$ cat src/rtl/core/lusd_pkg.sv
`default_nettype none

package lusd_pkg;

    localparam int BYTE_W     = 8;
    localparam int CP_W       = 21;
    localparam int MAX_RES    = 3;
    localparam int FIFO_DEPTH = 4;
    localparam int PTR_W      = $clog2(FIFO_DEPTH);
    localparam int CNT_W      = $clog2(FIFO_DEPTH + 1);
    localparam int RES_CNT_W  = $clog2(MAX_RES + 1);
    localparam int HELD_W     = 2;

    localparam logic [CP_W-1:0]   REPLACEMENT = 21'h00FFFD;
    localparam logic [HELD_W-1:0] NEED_NONE   = 2'd0;
    localparam logic [HELD_W-1:0] NEED_ONE    = 2'd1;
    localparam logic [HELD_W-1:0] NEED_TWO    = 2'd2;
    localparam logic [HELD_W-1:0] NEED_THREE  = 2'd3;

    typedef struct packed {
        logic [RES_CNT_W-1:0]          count;
        logic [MAX_RES-1:0][CP_W-1:0]  code;
        logic [MAX_RES-1:0]            last;
    } res_bundle_t;

    function automatic logic [HELD_W-1:0] follow_count(input logic [BYTE_W-1:0] c);
        logic [HELD_W-1:0] n;
        n = NEED_NONE;
        if (c[7:5] == 3'b110) n = NEED_ONE;
        else if (c[7:4] == 4'b1110) n = NEED_TWO;
        else if (c[7:3] == 5'b11110) n = NEED_THREE;
        return n;
    endfunction

    function automatic logic [CP_W-1:0] single_byte(input logic [BYTE_W-1:0] c);
        logic [CP_W-1:0] v;
        if (c[7]) v = REPLACEMENT;
        else v = {{(CP_W-BYTE_W){1'b0}}, c};
        return v;
    endfunction

    function automatic logic [CP_W-1:0] assemble(
        input logic [BYTE_W-1:0] lead,
        input logic [BYTE_W-1:0] s0,
        input logic [BYTE_W-1:0] s1,
        input logic [BYTE_W-1:0] s2,
        input logic [HELD_W-1:0] need
    );
        logic [CP_W-1:0] v;
        case (need)
            NEED_ONE:   v = {10'd0, lead[4:0], s0[5:0]};
            NEED_TWO:   v = {5'd0, lead[3:0], s0[5:0], s1[5:0]};
            NEED_THREE: v = {lead[2:0], s0[5:0], s1[5:0], s2[5:0]};
            default:    v = REPLACEMENT;
        endcase
        return v;
    endfunction

endpackage

`default_nettype wire

$ cat src/rtl/core/lusd_decode.sv
`default_nettype none

module lusd_decode (
    input  wire logic                        clk,
    input  wire logic                        rst_n,
    input  wire logic                        fire,
    input  wire logic [lusd_pkg::BYTE_W-1:0] byte_val,
    input  wire logic                        last_val,
    output lusd_pkg::res_bundle_t            res
);
    import lusd_pkg::*;

    logic [BYTE_W-1:0] pending_lead_reg, pending_lead_next;
    logic              lead_valid_reg, lead_valid_next;
    logic [BYTE_W-1:0] held0_reg, held0_next;
    logic [BYTE_W-1:0] held1_reg, held1_next;
    logic [HELD_W-1:0] held_count_reg, held_count_next;

    always_comb
    begin
        logic [HELD_W-1:0] pend_need;
        logic [HELD_W-1:0] hc;
        logic [HELD_W-1:0] have;
        logic [HELD_W-1:0] need_b;
        logic [BYTE_W-1:0] s0, s1, s2;
        logic [RES_CNT_W-1:0] n;
        logic [MAX_RES-1:0][CP_W-1:0] r;

        pending_lead_next = pending_lead_reg;
        lead_valid_next   = lead_valid_reg;
        held0_next        = held0_reg;
        held1_next        = held1_reg;
        held_count_next   = held_count_reg;
        n = '0;
        r = {MAX_RES{REPLACEMENT}};

        pend_need = follow_count(pending_lead_reg);
        need_b    = follow_count(byte_val);
        hc   = (held_count_reg == 2'd3) ? 2'd2 : held_count_reg;
        have = hc + 2'd1;
        s0   = (hc == 2'd0) ? byte_val : held0_reg;
        s1   = (hc == 2'd1) ? byte_val : held1_reg;
        s2   = byte_val;

        if (lead_valid_reg && pend_need != NEED_NONE)
        begin
            if (have >= pend_need)
            begin
                r[0] = assemble(pending_lead_reg, s0, s1, s2, pend_need);
                n = 2'd1;
                lead_valid_next   = 1'b0;
                pending_lead_next = '0;
                held_count_next   = '0;
            end
            else if (last_val)
            begin
                r[0] = REPLACEMENT;
                if (have == 2'd1)
                begin
                    r[1] = single_byte(s0);
                    n = 2'd2;
                end
                else if (!s0[7])
                begin
                    r[1] = single_byte(s0);
                    r[2] = single_byte(s1);
                    n = 2'd3;
                end
                else if (follow_count(s0) == NEED_ONE)
                begin
                    r[1] = assemble(s0, s1, '0, '0, NEED_ONE);
                    n = 2'd2;
                end
                else
                begin
                    r[1] = REPLACEMENT;
                    r[2] = single_byte(s1);
                    n = 2'd3;
                end
            end
            else
            begin
                if (hc == 2'd0) held0_next = byte_val;
                else held1_next = byte_val;
                held_count_next = have;
            end
        end
        else
        begin
            lead_valid_next   = 1'b0;
            pending_lead_next = '0;
            held_count_next   = '0;
            if (!byte_val[7])
            begin
                r[0] = single_byte(byte_val);
                n = 2'd1;
            end
            else if (need_b != NEED_NONE && !last_val)
            begin
                pending_lead_next = byte_val;
                lead_valid_next   = 1'b1;
            end
            else
            begin
                r[0] = REPLACEMENT;
                n = 2'd1;
            end
        end

        if (last_val)
        begin
            lead_valid_next   = 1'b0;
            pending_lead_next = '0;
            held_count_next   = '0;
        end

        res.count = n;
        res.code  = r;
        for (int i = 0; i < MAX_RES; i++)
            res.last[i] = last_val && (n == RES_CNT_W'(i + 1));
    end

    always_ff @(posedge clk or negedge rst_n)
    begin
        if (!rst_n)
        begin
            pending_lead_reg <= '0;
            lead_valid_reg   <= 1'b0;
            held_count_reg   <= '0;
        end
        else if (fire)
        begin
            pending_lead_reg <= pending_lead_next;
            lead_valid_reg   <= lead_valid_next;
            held_count_reg   <= held_count_next;
        end
    end

    always_ff @(posedge clk)
    begin
        if (fire)
        begin
            held0_reg <= held0_next;
            held1_reg <= held1_next;
        end
    end

endmodule

`default_nettype wire

$ cat src/rtl/core/lusd_fifo.sv
`default_nettype none

module lusd_fifo (
    input  wire logic                      clk,
    input  wire logic                      rst_n,
    input  wire logic                      push_en,
    input  wire lusd_pkg::res_bundle_t     push,
    output logic                           room,
    output logic                           out_valid,
    input  wire logic                      out_ready,
    output logic [lusd_pkg::CP_W-1:0]      code_point,
    output logic                           last_point
);
    import lusd_pkg::*;

    logic [CP_W-1:0]  code_mem [FIFO_DEPTH];
    logic             last_mem [FIFO_DEPTH];
    logic [PTR_W-1:0] wr_ptr_reg, wr_ptr_next;
    logic [PTR_W-1:0] rd_ptr_reg, rd_ptr_next;
    logic [CNT_W-1:0] count_reg, count_next;
    logic [CNT_W-1:0] push_n;
    logic             pop;

    assign pop    = out_valid && out_ready;
    assign push_n = push_en ? CNT_W'(push.count) : '0;

    always_comb
    begin
        wr_ptr_next = wr_ptr_reg + PTR_W'(push_n);
        rd_ptr_next = rd_ptr_reg + PTR_W'(pop);
        count_next  = count_reg + push_n - CNT_W'(pop);
    end

    assign room       = count_reg <= CNT_W'(FIFO_DEPTH - MAX_RES);
    assign out_valid  = count_reg != '0;
    assign code_point = code_mem[rd_ptr_reg];
    assign last_point = last_mem[rd_ptr_reg];

    always_ff @(posedge clk or negedge rst_n)
    begin
        if (!rst_n)
        begin
            wr_ptr_reg <= '0;
            rd_ptr_reg <= '0;
            count_reg  <= '0;
        end
        else
        begin
            wr_ptr_reg <= wr_ptr_next;
            rd_ptr_reg <= rd_ptr_next;
            count_reg  <= count_next;
        end
    end

    always_ff @(posedge clk)
    begin
        for (int i = 0; i < MAX_RES; i++)
        begin
            if (push_en && (RES_CNT_W'(i) < push.count))
            begin
                code_mem[wr_ptr_reg + PTR_W'(i)] <= push.code[i];
                last_mem[wr_ptr_reg + PTR_W'(i)] <= push.last[i];
            end
        end
    end

endmodule

`default_nettype wire

$ cat src/rtl/core/lax_utf8_stream_decoder.sv
// Lax UTF-8 decoder: takes one byte per cycle on the in channel and delivers
// 21-bit code points on the out channel, with last_point on the final code
// point of each string. A byte is captured in an input register, decoded
// from that register once the queue has room, and its results (zero to three)
// are written into a four-entry result queue that drives the outputs; the
// first result of a byte thus passes the input register and the queue before
// it is offered on the out channel. The sustained rate is one byte per cycle
// while the out side takes results as they come; the input stalls only while
// more than one result waits in the queue, which happens after the up to
// three results of an end-of-string flush.
`default_nettype none

module lax_utf8_stream_decoder (
    input  wire logic                        clk,
    input  wire logic                        rst_n,
    input  wire logic                        in_valid,
    output logic                             in_ready,
    input  wire logic [lusd_pkg::BYTE_W-1:0] byte_in,
    input  wire logic                        last_byte,
    output logic                             out_valid,
    input  wire logic                        out_ready,
    output logic [lusd_pkg::CP_W-1:0]        code_point,
    output logic                             last_point
);
    import lusd_pkg::*;

    logic              in_valid_reg;
    logic [BYTE_W-1:0] byte_reg;
    logic              last_reg;
    logic              room;
    logic              advance;
    res_bundle_t       res;

    assign advance  = in_valid_reg && room;
    assign in_ready = !in_valid_reg || advance;

    always_ff @(posedge clk or negedge rst_n)
    begin
        if (!rst_n)
            in_valid_reg <= 1'b0;
        else if (in_valid && in_ready)
            in_valid_reg <= 1'b1;
        else if (advance)
            in_valid_reg <= 1'b0;
    end

    always_ff @(posedge clk)
    begin
        if (in_valid && in_ready)
        begin
            byte_reg <= byte_in;
            last_reg <= last_byte;
        end
    end

    lusd_decode u_decode (
        .clk      (clk),
        .rst_n    (rst_n),
        .fire     (advance),
        .byte_val (byte_reg),
        .last_val (last_reg),
        .res      (res)
    );

    lusd_fifo u_fifo (
        .clk        (clk),
        .rst_n      (rst_n),
        .push_en    (advance),
        .push       (res),
        .room       (room),
        .out_valid  (out_valid),
        .out_ready  (out_ready),
        .code_point (code_point),
        .last_point (last_point)
    );

endmodule

`default_nettype wire

$ cat config.mk
export PLATFORM = sky130hd
export DESIGN_NAME = lax_utf8_stream_decoder
export DESIGN_NICKNAME = d
export VERILOG_FILES = /design/src/rtl/core/lusd_pkg.sv /design/src/rtl/core/lusd_decode.sv /design/src/rtl/core/lusd_fifo.sv /design/src/rtl/core/lax_utf8_stream_decoder.sv
export SDC_FILE = /design/constraint.sdc
export NUM_CORES = 1
export LEC_CHECK = 0
export ABC_AREA = 0
export ABC_CLOCK_PERIOD_IN_PS = 4480
export BUFFER_PORTS_ARGS = -buffer_cell sky130_fd_sc_hd__buf_2
export CAP_MARGIN = 20
export CELL_PAD_IN_SITES_DETAIL_PLACEMENT = 1
export CELL_PAD_IN_SITES_GLOBAL_PLACEMENT = 1
export CORE_MARGIN = 1.5
export CORE_UTILIZATION = 35
export DETAILED_ROUTE_END_ITERATION = 7
export GPL_ROUTABILITY_DRIVEN = 0
export HOLD_SLACK_MARGIN = 0.06
export PLACE_DENSITY = 0.7
export SETUP_SLACK_MARGIN = 0.5
export SKIP_CTS_REPAIR_TIMING = 1
export SLEW_MARGIN = 20
export SYNTH_ARGS = -nofsm -noshare
export SYNTH_HDL_FRONTEND = slang
export SYNTH_SLANG_ARGS = --single-unit
$ cat constraint.sdc
create_clock -name clk -period 4.48 [get_ports clk]
set_input_delay 0.896 -clock clk [delete_from_list [all_inputs] [get_ports clk]]
set_output_delay 0.896 -clock clk [all_outputs]
set_load 0.005 [all_outputs]
==> run summary <==
leading area contributor after synthesis = edfxtp_1
Die Width = 143 um
WL met1 = 9330 um
IO Pins = 37
Main synth FF type = edfxtp_1
RSZ-0062 raised after global routing = no
core area = 0.0194 mm2
maximum root-to-sink buffer count = 2
Arr. time, crit path = 4.01 ns
Synth area leaders = edfxtp_1, mux4_2, dfrtp_1
Final WS setup = 0.639 ns
# rows = 51
Post-Place Cells = 924
worst flop-to-flop path startpoint = u_decode.pending_lead_reg[4]$_DFFE_PN0P_
Die Ht = 143 um
CP Class = reg -> reg
final net count = 702
Clock Latency Late Sink = 0.43 ns
Starting Density = 35.5%
global route overflow = 0
Cell Area, Synth = 0.00688 mm2
max layer used = met4
CP Capture Type = flop
setup violators final = 0
Port Buffers = 36
syn nets = 654
antenna diode count = 0
Post-synth EDFFs = 93
DR WL met2 = 10500 um
total CTS buffers = 17
startpoint class of the critical path = flop
worst min-delay path category = in -> async
layout cells sized above 1 = 21.2%
worst slack, placed = 0.411 ns
final wirelength = 21600 um
DRT Pass-1 Iters = 5
antenna violations before repair = 0
max reg flops = 84
Post-Syn Instances = 633
H-tree levels = 4
Static Leak = 2.84 nW
via count = 5629
largest net degree at the start of global routing = 24
Post-synth ARST share = 13.7%
Yosys cell types = 56
Total Die Area = 0.0205 mm2
vias in the first global route = 5899
worst-margin pin slew = 1.04 ns
Final Cycle Share = 85.7%
status = completed
Finished Layout Cells = 959
Power Dens Cells = 527 mW/mm2
top cell type's share of synthesized area = 40.6%
minimum clock period = 3.84 ns
max-cap violations = 0
Post-route DRC = 0
Slew Viols, Final = 0
worst rel slew slack = 30.0%
CTS Sinks = 131
Mapped Avg Cell Area = 10.9 um2
sequential cell area fraction in the yosys report = 53.0%
VDD IR max = 242 uV
Layout area overhead = 18.4%
crit path cell chain = nand2_1 -> or3_1 -> o21ai_0 -> ha_1 -> nand2b_1 -> a2111o_2 -> or4_4 -> or2_1 -> buf_4 -> nor2_2 -> a21oi_1
metal3 WL = 1120 um
Biggest register = u_fifo.code_mem
Core Util, Final = 42.0%
Reg clk slew, reported paths = 0.06 ns
commonest non-fill, non-tap cell in the layout = edfxtp_1
critical path required time = 4.65 ns
Fin. Hold Viols = 0
clock skew = 0.00566 ns
overall global routing resource usage = 22.2%
Setup TNS = 0 ns
global-route wire length before repair = 33900 um
hpwl dp = 15400 um
slowest library cell on the worst path = a2111o_2
commonest non-fill, non-tap cells in the layout = edfxtp_1, nand2_1, a21oi_1
synthesized flop and latch total = 131
WL/cell = 22.5 um
cell area after layout = 0.00814 mm2
Vias/cell = 5.87
Root Buffer = clkbuf_16
DP Area = 0.00744 mm2
Routed Antenna Nets = 0
FMAX = 260 MHz
CTS tree = built
Critical Path Source = u_decode.pending_lead_reg[4]$_DFFE_PN0P_
crit-path max cell delay = 0.59 ns
Crit Path Max Fanout = 18
Yosys warnings = 0
initial DRC count = 435
[cell type report]
cell class | count | area (um2)
fillers | 2173 | 11300
multi-input cells | 453 | 3100
clock inverters | 15 | 189
clock buffers | 17 | 425
well taps | 265 | 332
inverters | 12 | 45.0
flip-flops and latches | 131 | 3640
repair buffers | 66 | 405
[cell families after synthesis]
kind of cell	after synthesis	share of synthesized area, %
AND/OR/NAND/NOR	208	13.9
AO/OA/AOI/OAI	197	18.7
flip-flops	131	53.0
buffers and inverters	49	3.06
multiplexers	35	9.18
adder cells (fa/ha/maj)	8	1.56
XOR/XNOR	5	0.637
[synthesized netlist by cell type (all sizes together) (12+ instances only)]
master,instances
a22oi,27
a32oi,15
edfxtp,93
nor2,54
clkbuf,23
nor3,17
nand2,86
a31oi,12
buf,14
dfrtp,18
a21oi,59
mux4,22
nand2b,12
a22o,12
o21ai,42
dfxtp,20
[metal layers]
| metal | track usage (%) | vias to the layer above |
|---|---|---|
| met5 | 0 | - |
| met4 | 9.50 | 0 |
| met3 | 4.93 | 43 |
| met2 | 36.0 | 178 |
| met1 | 28.5 | 2876 |
| li1 | - | 2532 |
[worst paths after layout]
path / to / cells past startpoint / slack (ns)
setup / recovery: u_fifo.code_mem[2][10]$_DFFE_PP_ / 11 / 0.64
hold / removal: in_valid_reg$_DFFE_PN0P_ / 1 / 0.40
setup reg to reg: u_fifo.code_mem[2][10]$_DFFE_PP_ / 11 / 0.64
hold reg to reg: u_fifo.code_mem[3][18]$_SDFFE_PP0N_ / 2 / 0.46
max in group asynchronous: u_decode.pending_lead_reg[5]$_DFFE_PN0P_ / 1 / 3.76
min in group clk: u_fifo.code_mem[3][18]$_SDFFE_PP0N_ / 2 / 0.46
[critical path, delay by kind of cell (launching register included)]
kind            cells  cell delay (ns)
simple gates        6             1.83
compound gates      3             0.81
flops               1             0.45
fa+ha+maj           1             0.25
buf+inv             1             0.22
[where the power goes]
group / internal (mW) / leakage, nW / switching (mW)
Sequential: 1.52 / 1.24 / 0.148
Combinational: 0.478 / 1.30 / 0.689
Clock: 0.924 / 0.298 / 0.533
Total: 2.92 / 2.84 / 1.37
[per-stage QoR]
step	power [mW]	hold WS (ns)
5_1_grt	4.50	0.415
3_3_place_gp	2.79	0.440
6_report	4.29	0.399
2_1_floorplan	2.40	0.433
4_1_cts	4.31	0.408
3_5_place_dp	2.85	0.451
No activity file was read; power rests on OpenSTA's default activity.
